==> config.mk <==
export PLATFORM = sky130hd
export DESIGN_NAME = i2c_eeprom_transaction_sequencer
export DESIGN_NICKNAME = d
export VERILOG_FILES = /design/src/hw/rtl/i2cees_pkg.sv /design/src/hw/rtl/i2cees_step.sv /design/src/hw/rtl/i2c_eeprom_transaction_sequencer.sv
export SDC_FILE = /design/constraint.sdc
export NUM_CORES = 1
export LEC_CHECK = 0
export BUFFER_PORTS_ARGS = -buffer_cell sky130_fd_sc_hd__buf_2
export CORE_ASPECT_RATIO = 1.75
export CORE_MARGIN = 2
export CORE_UTILIZATION = 59
export CTS_BUF_LIST = sky130_fd_sc_hd__clkbuf_2
export CTS_CLUSTER_DIAMETER = 50
export DETAILED_ROUTE_END_ITERATION = 6
export GPL_TIMING_DRIVEN = 1
export HOLD_SLACK_MARGIN = 0.02
export PLACE_DENSITY = 0.8
export SYNTH_ARGS = -nofsm -noshare
export SYNTH_HDL_FRONTEND = slang
export SYNTH_SLANG_ARGS = --single-unit
==> constraint.sdc <==
create_clock -name aclk -period 3.2 [get_ports aclk]
set_input_delay 0.64 -clock aclk [delete_from_list [all_inputs] [get_ports aclk]]
set_output_delay 0.64 -clock aclk [all_outputs]
set_load 0.1 [all_outputs]
==> src/hw/rtl/i2cees_pkg.sv <==
package i2cees_pkg;

    localparam logic [1:0] CMD_START_WRITE = 2'd0;
    localparam logic [1:0] CMD_START_READ  = 2'd1;
    localparam logic [1:0] CMD_EVENT       = 2'd2;

    localparam logic [1:0] MODE_IDLE  = 2'd0;
    localparam logic [1:0] MODE_WRITE = 2'd1;
    localparam logic [1:0] MODE_READ  = 2'd2;

    localparam logic [7:0] ST_START      = 8'h08;
    localparam logic [7:0] ST_RESTART    = 8'h10;
    localparam logic [7:0] ST_ADDR_W_ACK = 8'h18;
    localparam logic [7:0] ST_DATA_ACK   = 8'h28;
    localparam logic [7:0] ST_ADDR_R_ACK = 8'h40;
    localparam logic [7:0] ST_RX_ACK     = 8'h50;
    localparam logic [7:0] ST_RX_NACK    = 8'h58;

    localparam logic [7:0] COUNT_MAX = 8'hff;

    typedef struct packed {
        logic [1:0]  mode;
        logic        low_address_sent;
        logic [7:0]  device_byte;
        logic [15:0] word_address;
        logic [7:0]  count_wanted;
        logic [7:0]  sent_count;
        logic [7:0]  received_count;
    } state_t;

    typedef struct packed {
        logic [1:0]  cmd;
        logic [7:0]  dev_address;
        logic [15:0] mem_address;
        logic [7:0]  byte_count;
        logic [7:0]  status_code;
        logic [7:0]  rx_byte;
        logic [7:0]  tx_byte;
    } item_t;

    typedef struct packed {
        logic       load_data;
        logic [7:0] out_byte;
        logic       set_start;
        logic       clear_start;
        logic       set_stop;
        logic       set_ack;
        logic       clear_ack;
        logic       rx_valid;
        logic [7:0] rx_value;
        logic       tx_taken;
        logic       done_res;
    } result_t;

endpackage

==> src/hw/rtl/i2cees_step.sv <==
module i2cees_step (
    input  i2cees_pkg::state_t  state,
    input  i2cees_pkg::item_t   item,
    output i2cees_pkg::result_t result,
    output i2cees_pkg::state_t  state_next
);

    logic [8:0] received_plus_two;

    assign received_plus_two = {1'b0, state.received_count} + 9'd2;

    always_comb begin
        result     = '0;
        state_next = state;
        if (item.cmd == i2cees_pkg::CMD_START_WRITE || item.cmd == i2cees_pkg::CMD_START_READ) begin
            state_next.device_byte      = item.dev_address;
            state_next.word_address     = item.mem_address;
            state_next.count_wanted     = item.byte_count;
            state_next.low_address_sent = 1'b0;
            state_next.sent_count       = '0;
            state_next.received_count   = '0;
            state_next.mode = (item.cmd == i2cees_pkg::CMD_START_WRITE) ?
                              i2cees_pkg::MODE_WRITE : i2cees_pkg::MODE_READ;
            result.set_start = 1'b1;
        end else if (item.cmd == i2cees_pkg::CMD_EVENT) begin
            if (state.mode == i2cees_pkg::MODE_WRITE) begin
                case (item.status_code)
                    i2cees_pkg::ST_START: begin
                        result.load_data   = 1'b1;
                        result.out_byte    = state.device_byte;
                        result.clear_start = 1'b1;
                    end
                    i2cees_pkg::ST_ADDR_W_ACK: begin
                        result.load_data = 1'b1;
                        result.out_byte  = state.word_address[15:8];
                    end
                    i2cees_pkg::ST_DATA_ACK: begin
                        if (!state.low_address_sent) begin
                            result.load_data            = 1'b1;
                            result.out_byte             = state.word_address[7:0];
                            state_next.low_address_sent = 1'b1;
                        end else if (state.sent_count < state.count_wanted) begin
                            result.load_data      = 1'b1;
                            result.out_byte       = item.tx_byte;
                            result.tx_taken       = 1'b1;
                            state_next.sent_count = state.sent_count + 8'd1;
                        end else begin
                            result.set_stop             = 1'b1;
                            result.done_res             = 1'b1;
                            state_next.sent_count       = '0;
                            state_next.low_address_sent = 1'b0;
                            state_next.mode             = i2cees_pkg::MODE_IDLE;
                        end
                    end
                    default: begin
                    end
                endcase
            end else if (state.mode == i2cees_pkg::MODE_READ) begin
                case (item.status_code)
                    i2cees_pkg::ST_START: begin
                        result.load_data   = 1'b1;
                        result.out_byte    = state.device_byte;
                        result.clear_start = 1'b1;
                    end
                    i2cees_pkg::ST_RESTART: begin
                        result.load_data   = 1'b1;
                        result.out_byte    = state.device_byte + 8'd1;
                        result.set_ack     = 1'b1;
                        result.clear_start = 1'b1;
                    end
                    i2cees_pkg::ST_ADDR_W_ACK: begin
                        result.load_data = 1'b1;
                        result.out_byte  = state.word_address[15:8];
                    end
                    i2cees_pkg::ST_DATA_ACK: begin
                        if (!state.low_address_sent) begin
                            result.load_data            = 1'b1;
                            result.out_byte             = state.word_address[7:0];
                            state_next.low_address_sent = 1'b1;
                        end else begin
                            result.set_start = 1'b1;
                        end
                    end
                    i2cees_pkg::ST_ADDR_R_ACK: begin
                        result.clear_ack = (state.count_wanted == 8'd1);
                    end
                    i2cees_pkg::ST_RX_ACK: begin
                        result.rx_valid  = 1'b1;
                        result.rx_value  = item.rx_byte;
                        result.clear_ack = (received_plus_two >= {1'b0, state.count_wanted});
                        if (state.received_count != i2cees_pkg::COUNT_MAX) begin
                            state_next.received_count = state.received_count + 8'd1;
                        end
                    end
                    i2cees_pkg::ST_RX_NACK: begin
                        result.rx_valid             = 1'b1;
                        result.rx_value             = item.rx_byte;
                        result.set_stop             = 1'b1;
                        result.done_res             = 1'b1;
                        state_next.low_address_sent = 1'b0;
                        state_next.received_count   = '0;
                        state_next.mode             = i2cees_pkg::MODE_IDLE;
                    end
                    default: begin
                    end
                endcase
            end
        end
    end

endmodule

==> src/hw/rtl/i2c_eeprom_transaction_sequencer.sv <==
// An accepted transaction goes through the input register, then the result register.
// Throughput: one transaction per cycle unless m_ready stalls; the input register and the
// result register let it accept a new transaction while a finished result still waits.
// Reset: aresetn is synchronous and active low; it empties both registers and clears
// the sequencer state to idle with all counts and addresses zero.
module i2c_eeprom_transaction_sequencer (
    input  logic        aclk,
    input  logic        aresetn,
    input  logic        s_valid,
    output logic        s_ready,
    input  logic [1:0]  s_cmd,
    input  logic [7:0]  s_dev_address,
    input  logic [15:0] s_mem_address,
    input  logic [7:0]  s_byte_count,
    input  logic [7:0]  s_status_code,
    input  logic [7:0]  s_rx_byte,
    input  logic [7:0]  s_tx_byte,
    output logic        m_valid,
    input  logic        m_ready,
    output logic        m_load_data,
    output logic [7:0]  m_out_byte,
    output logic        m_set_start,
    output logic        m_clear_start,
    output logic        m_set_stop,
    output logic        m_set_ack,
    output logic        m_clear_ack,
    output logic        m_rx_valid,
    output logic [7:0]  m_rx_value,
    output logic        m_tx_taken,
    output logic        m_done_res
);

    i2cees_pkg::item_t   item_reg;
    logic                item_valid_reg;
    i2cees_pkg::state_t  state_reg;
    i2cees_pkg::state_t  state_next;
    i2cees_pkg::result_t result_reg;
    i2cees_pkg::result_t result_next;
    logic                result_valid_reg;
    logic                result_free;
    logic                advance;

    assign result_free = !result_valid_reg || m_ready;
    assign advance     = item_valid_reg && result_free;
    assign s_ready     = !item_valid_reg || result_free;

    i2cees_step u_step (
        .state      (state_reg),
        .item       (item_reg),
        .result     (result_next),
        .state_next (state_next)
    );

    always_ff @(posedge aclk) begin
        if (!aresetn) begin
            item_valid_reg   <= 1'b0;
            result_valid_reg <= 1'b0;
            state_reg        <= '0;
        end else begin
            if (s_ready) begin
                item_valid_reg <= s_valid;
            end
            if (result_free) begin
                result_valid_reg <= item_valid_reg;
            end
            if (advance) begin
                state_reg <= state_next;
            end
        end
    end

    always_ff @(posedge aclk) begin
        if (s_valid && s_ready) begin
            item_reg.cmd         <= s_cmd;
            item_reg.dev_address <= s_dev_address;
            item_reg.mem_address <= s_mem_address;
            item_reg.byte_count  <= s_byte_count;
            item_reg.status_code <= s_status_code;
            item_reg.rx_byte     <= s_rx_byte;
            item_reg.tx_byte     <= s_tx_byte;
        end
        if (advance) begin
            result_reg <= result_next;
        end
    end

    assign m_valid       = result_valid_reg;
    assign m_load_data   = result_reg.load_data;
    assign m_out_byte    = result_reg.out_byte;
    assign m_set_start   = result_reg.set_start;
    assign m_clear_start = result_reg.clear_start;
    assign m_set_stop    = result_reg.set_stop;
    assign m_set_ack     = result_reg.set_ack;
    assign m_clear_ack   = result_reg.clear_ack;
    assign m_rx_valid    = result_reg.rx_valid;
    assign m_rx_value    = result_reg.rx_value;
    assign m_tx_taken    = result_reg.tx_taken;
    assign m_done_res    = result_reg.done_res;

endmodule
==> key figures <==
Place
  – Placer Congestion: 1.00
  – I/O Buffers: 88
  – Post-DP HPWL: 9.46 mm
  – Place WS: 0.818 ns

Outcome
  – Status: finished clean

Clocking
  – H-tree Lvls: 4
  – Clk buf depth: 2
  – Post_cts resized: 0
  – Clk sink count: 135
  – Postcts setup bufs: 0
  – CTS clk-pin slew, worst paths: 0.21 ns
  – CTS Buf Count: 17
  – CTS tree: built
  – Worst-Skew Late Latency: 0.70 ns
  – CTS root buf: clkbuf_2

Global routing
  – Initial antenna violation count: 1
  – GRT Total Usage: 25.1%
  – Remaining Overflow, GRT: 0
  – Vias in the first global route: 4310
  – Largest net degree at the start of global routing: 59
  – First-pass GRT wire length: 20.4 mm

Setup path
  – CP Capture Type: flip-flop
  – Crit path DAT: 2.96 ns
  – Critical path's most frequent cell: ha_1
  – Req. time, crit path: 3.66 ns
  – Crit start category: flip-flop
  – CP max-delay cell: dfxtp_1
  – CP max stage delay: 0.44 ns
  – Buf+Inv Stages, Crit Path: 0
  – CP delay by family, top: compound AO/OA/AOI/OAI gates
  – CP cell instances: ha_1, and3_1, xor2_1, ha_1, a21o_1, a21oi_1, o211ai_1, a211oi_1, o22ai_1
  – Crit Path Class: flip-flop to flip-flop
  – Crit path max fanout: 5

Routing
  – Number of routed nets with antenna violations: 0
  – Per-cell routed wire length: 17.3 um
  – Drt first-iter violations: 434
  – Routed vias: 4342
  – Drc violations: 0
  – Final WL: 13.0 mm
  – Vias per cell: 5.77
  – Pre-antenna DRT Iters: 5

Floorplan
  – Chip width: 80.0 um
  – Starting density of the core: 60.5%
  – Std cell rows: 48
  – Core Area: 0.00985 mm^2
  – Die Y: 137 um
  – I/O pin count: 89
  – Die ar.: 0.0110 mm^2

Finish
  – Commonest non-fill, non-tap cell in the layout: nand2_1
  – Filler cells: 752
  – Fin nets: 697
  – P&R area growth vs syn: 14.2%
  – Most frequent cells in the layout: nand2_1 (89), buf_2 (88), edfxtp_1 (82)
  – Largest register FFs: 58
  – Layout cells sized above 1: 22.5%

Synthesis
  – Mean post-synth cell area: 11.5 um^2
  – Register area share after synthesis: 59.1%
  – Cells after Synth: 520
  – Post-synth EDFFs: 82
  – Synth unique cells: 68
  – Async S/R FF share, synth: 0%
  – Post-synthesis net count: 603
  – Yosys Warn Count: 0
  – #FFs+latches synth: 135
  – Synth Flop Type: edfxtp_1
  – Post-Syn Area: 0.00596 mm^2

Timing
  – Max Slew Vio Count: 0
  – Setup repair after global routing missed its margin: no
  – Final worst path period share: 78.0%
  – # setup viols final: 0
  – Slew HR: 53.1%
  – Final Hold Vio Count: 0
  – Tmin final: 2.50 ns
  – PnR worst setup slack: 0.703 ns
  – Slew @ Worst Pin: 0.702 ns
  – Setup Total Neg Slack: 0 ns
  – Worst clock skew: 0.0310 ns
  – Fmax: 0.400 GHz

Pwr
  – Leakage: 2.52 nW
  – Power Dens Cells: 495 mW/mm^2
  – Reg power frac: 58.6%
  – Peak supply drop: 0.423 mV
  – Clock network fraction of total power: 32.0%
  – Net Switching: 909 uW
  – Int Pwr: 2.46 mW
  – Share of power burned in combinational logic: 9.4%
  – Switching Share: 27.0%

Min path
  – Hold Path Class: input port to flip-flop

Run
  – Max-cap violations: 0
[cells by family after synthesis]
logic type	count (synthesis)	synth area share [%]
buffers and inverters	37	2.67
adders and majority gates	21	4.41
xor gates and xnor gates	21	3.09
muxes	9	1.57
AOI/OAI and AO/OA	102	13.0
DFF	135	59.1
and+or+nand+nor	195	16.1
[path summary, 6_finish.rpt]
check / depth (start not counted) / slack (ns) / startpoint / to
worst min register to register: 2 / 0.48 / state_reg[36]$_SDFFE_PN0P_ / state_reg[36]$_SDFFE_PN0P_
worst min-delay path: 1 / 0.09 / s_mem_address[1] / item_reg[33]$_DFFE_PP_
worst max-delay path: 9 / 0.70 / state_reg[1]$_SDFFE_PN0P_ / m_clear_ack$_SDFFCE_PP0P_
worst max register to register: 9 / 0.70 / state_reg[1]$_SDFFE_PN0P_ / m_clear_ack$_SDFFCE_PP0P_
[area by class of cell]
class / instances / area [um^2] / area share, %
Timing Repair Buffer: 95 / 513 / 7.54
Inverter: 17 / 68.8 / 1.01
Clock buffer: 17 / 85.1 / 1.25
Tap cell: 125 / 156 / 2.30
Sequential cell: 135 / 3520 / 51.8
Clock inverter: 15 / 178 / 2.61
Multi-Input combinational cell: 348 / 2280 / 33.5
Antenna cell: 1 / 2.50 / 0.0368
[synth_stat cells, drive strengths merged (3+ instances only)]
library cell   n  area share [%]
a2111oi        3            0.57
a31oi          4            0.42
xnor2         12             1.8
nand2         91             5.8
nand4          5            0.52
nor4b          3            0.69
mux2           3            0.57
o21ai          8            0.67
xor2           9             1.3
nor2b          9            0.94
inv           17             1.2
and2          13             1.4
o211ai         3            0.38
o21a           3            0.38
nand2b         4            0.42
ha            21             4.4
mux2i          6             1.0
a221o          4            0.69
nor3b          3            0.38
and3           5            0.55
nand3         13             1.1
a21oi         14             1.2
nor2          31             2.0
edfxtp        82              41
nor4           3            0.32
nor3           5            0.69
buf            8            0.76
o22ai          3            0.32
a21boi        33             4.2
a22o           6            0.88
clkbuf        12            0.76
o31ai          3            0.38
dfxtp         53              18
[metrics by stage]
stage	hold WS, ns	utilization (%)	instance area (um^2)	power, mW	instances
CTS	0.0206	68.8	6770	3.39	749
finish	0.0916	69.1	6800	3.37	753
global placement	0.454	66.1	6510	2.31	717
detailed placement	0.459	66.1	6510	2.32	717
floorplan	0.440	-	5960	2.22	520
global route	0.0233	69.1	6800	3.48	753
[what timing repair did]
action / in CTS / in global routing
hold endpoints to repair: 0 / 3
hold buffers: 0 / 3
endpoints found under the setup margin: 0 / 0
[per-layer routing]
metal / GRT usage [%] / vias to the layer above / part of all wire, %
met5: 0 / - / 0
met4: 13.8 / 0 / 4.8
met3: 5.94 / 62 / 4.4
met2: 46.1 / 170 / 56
met1: 25.3 / 2041 / 35
li1: - / 2069 / -
[power by group through the flow]
stage | sequential, mW | combinational (mW) | clock (mW)
final | 1.97 | 0.317 | 1.08
after global routing | 1.98 | 0.340 | 1.16
after CTS | 1.97 | 0.313 | 1.10
after detailed placement | 2.01 | 0.312 | 0
after global placement | 2.01 | 0.303 | 0
after floorplan | 2.09 | 0.128 | 0
(Power assumes the default switching activity.)
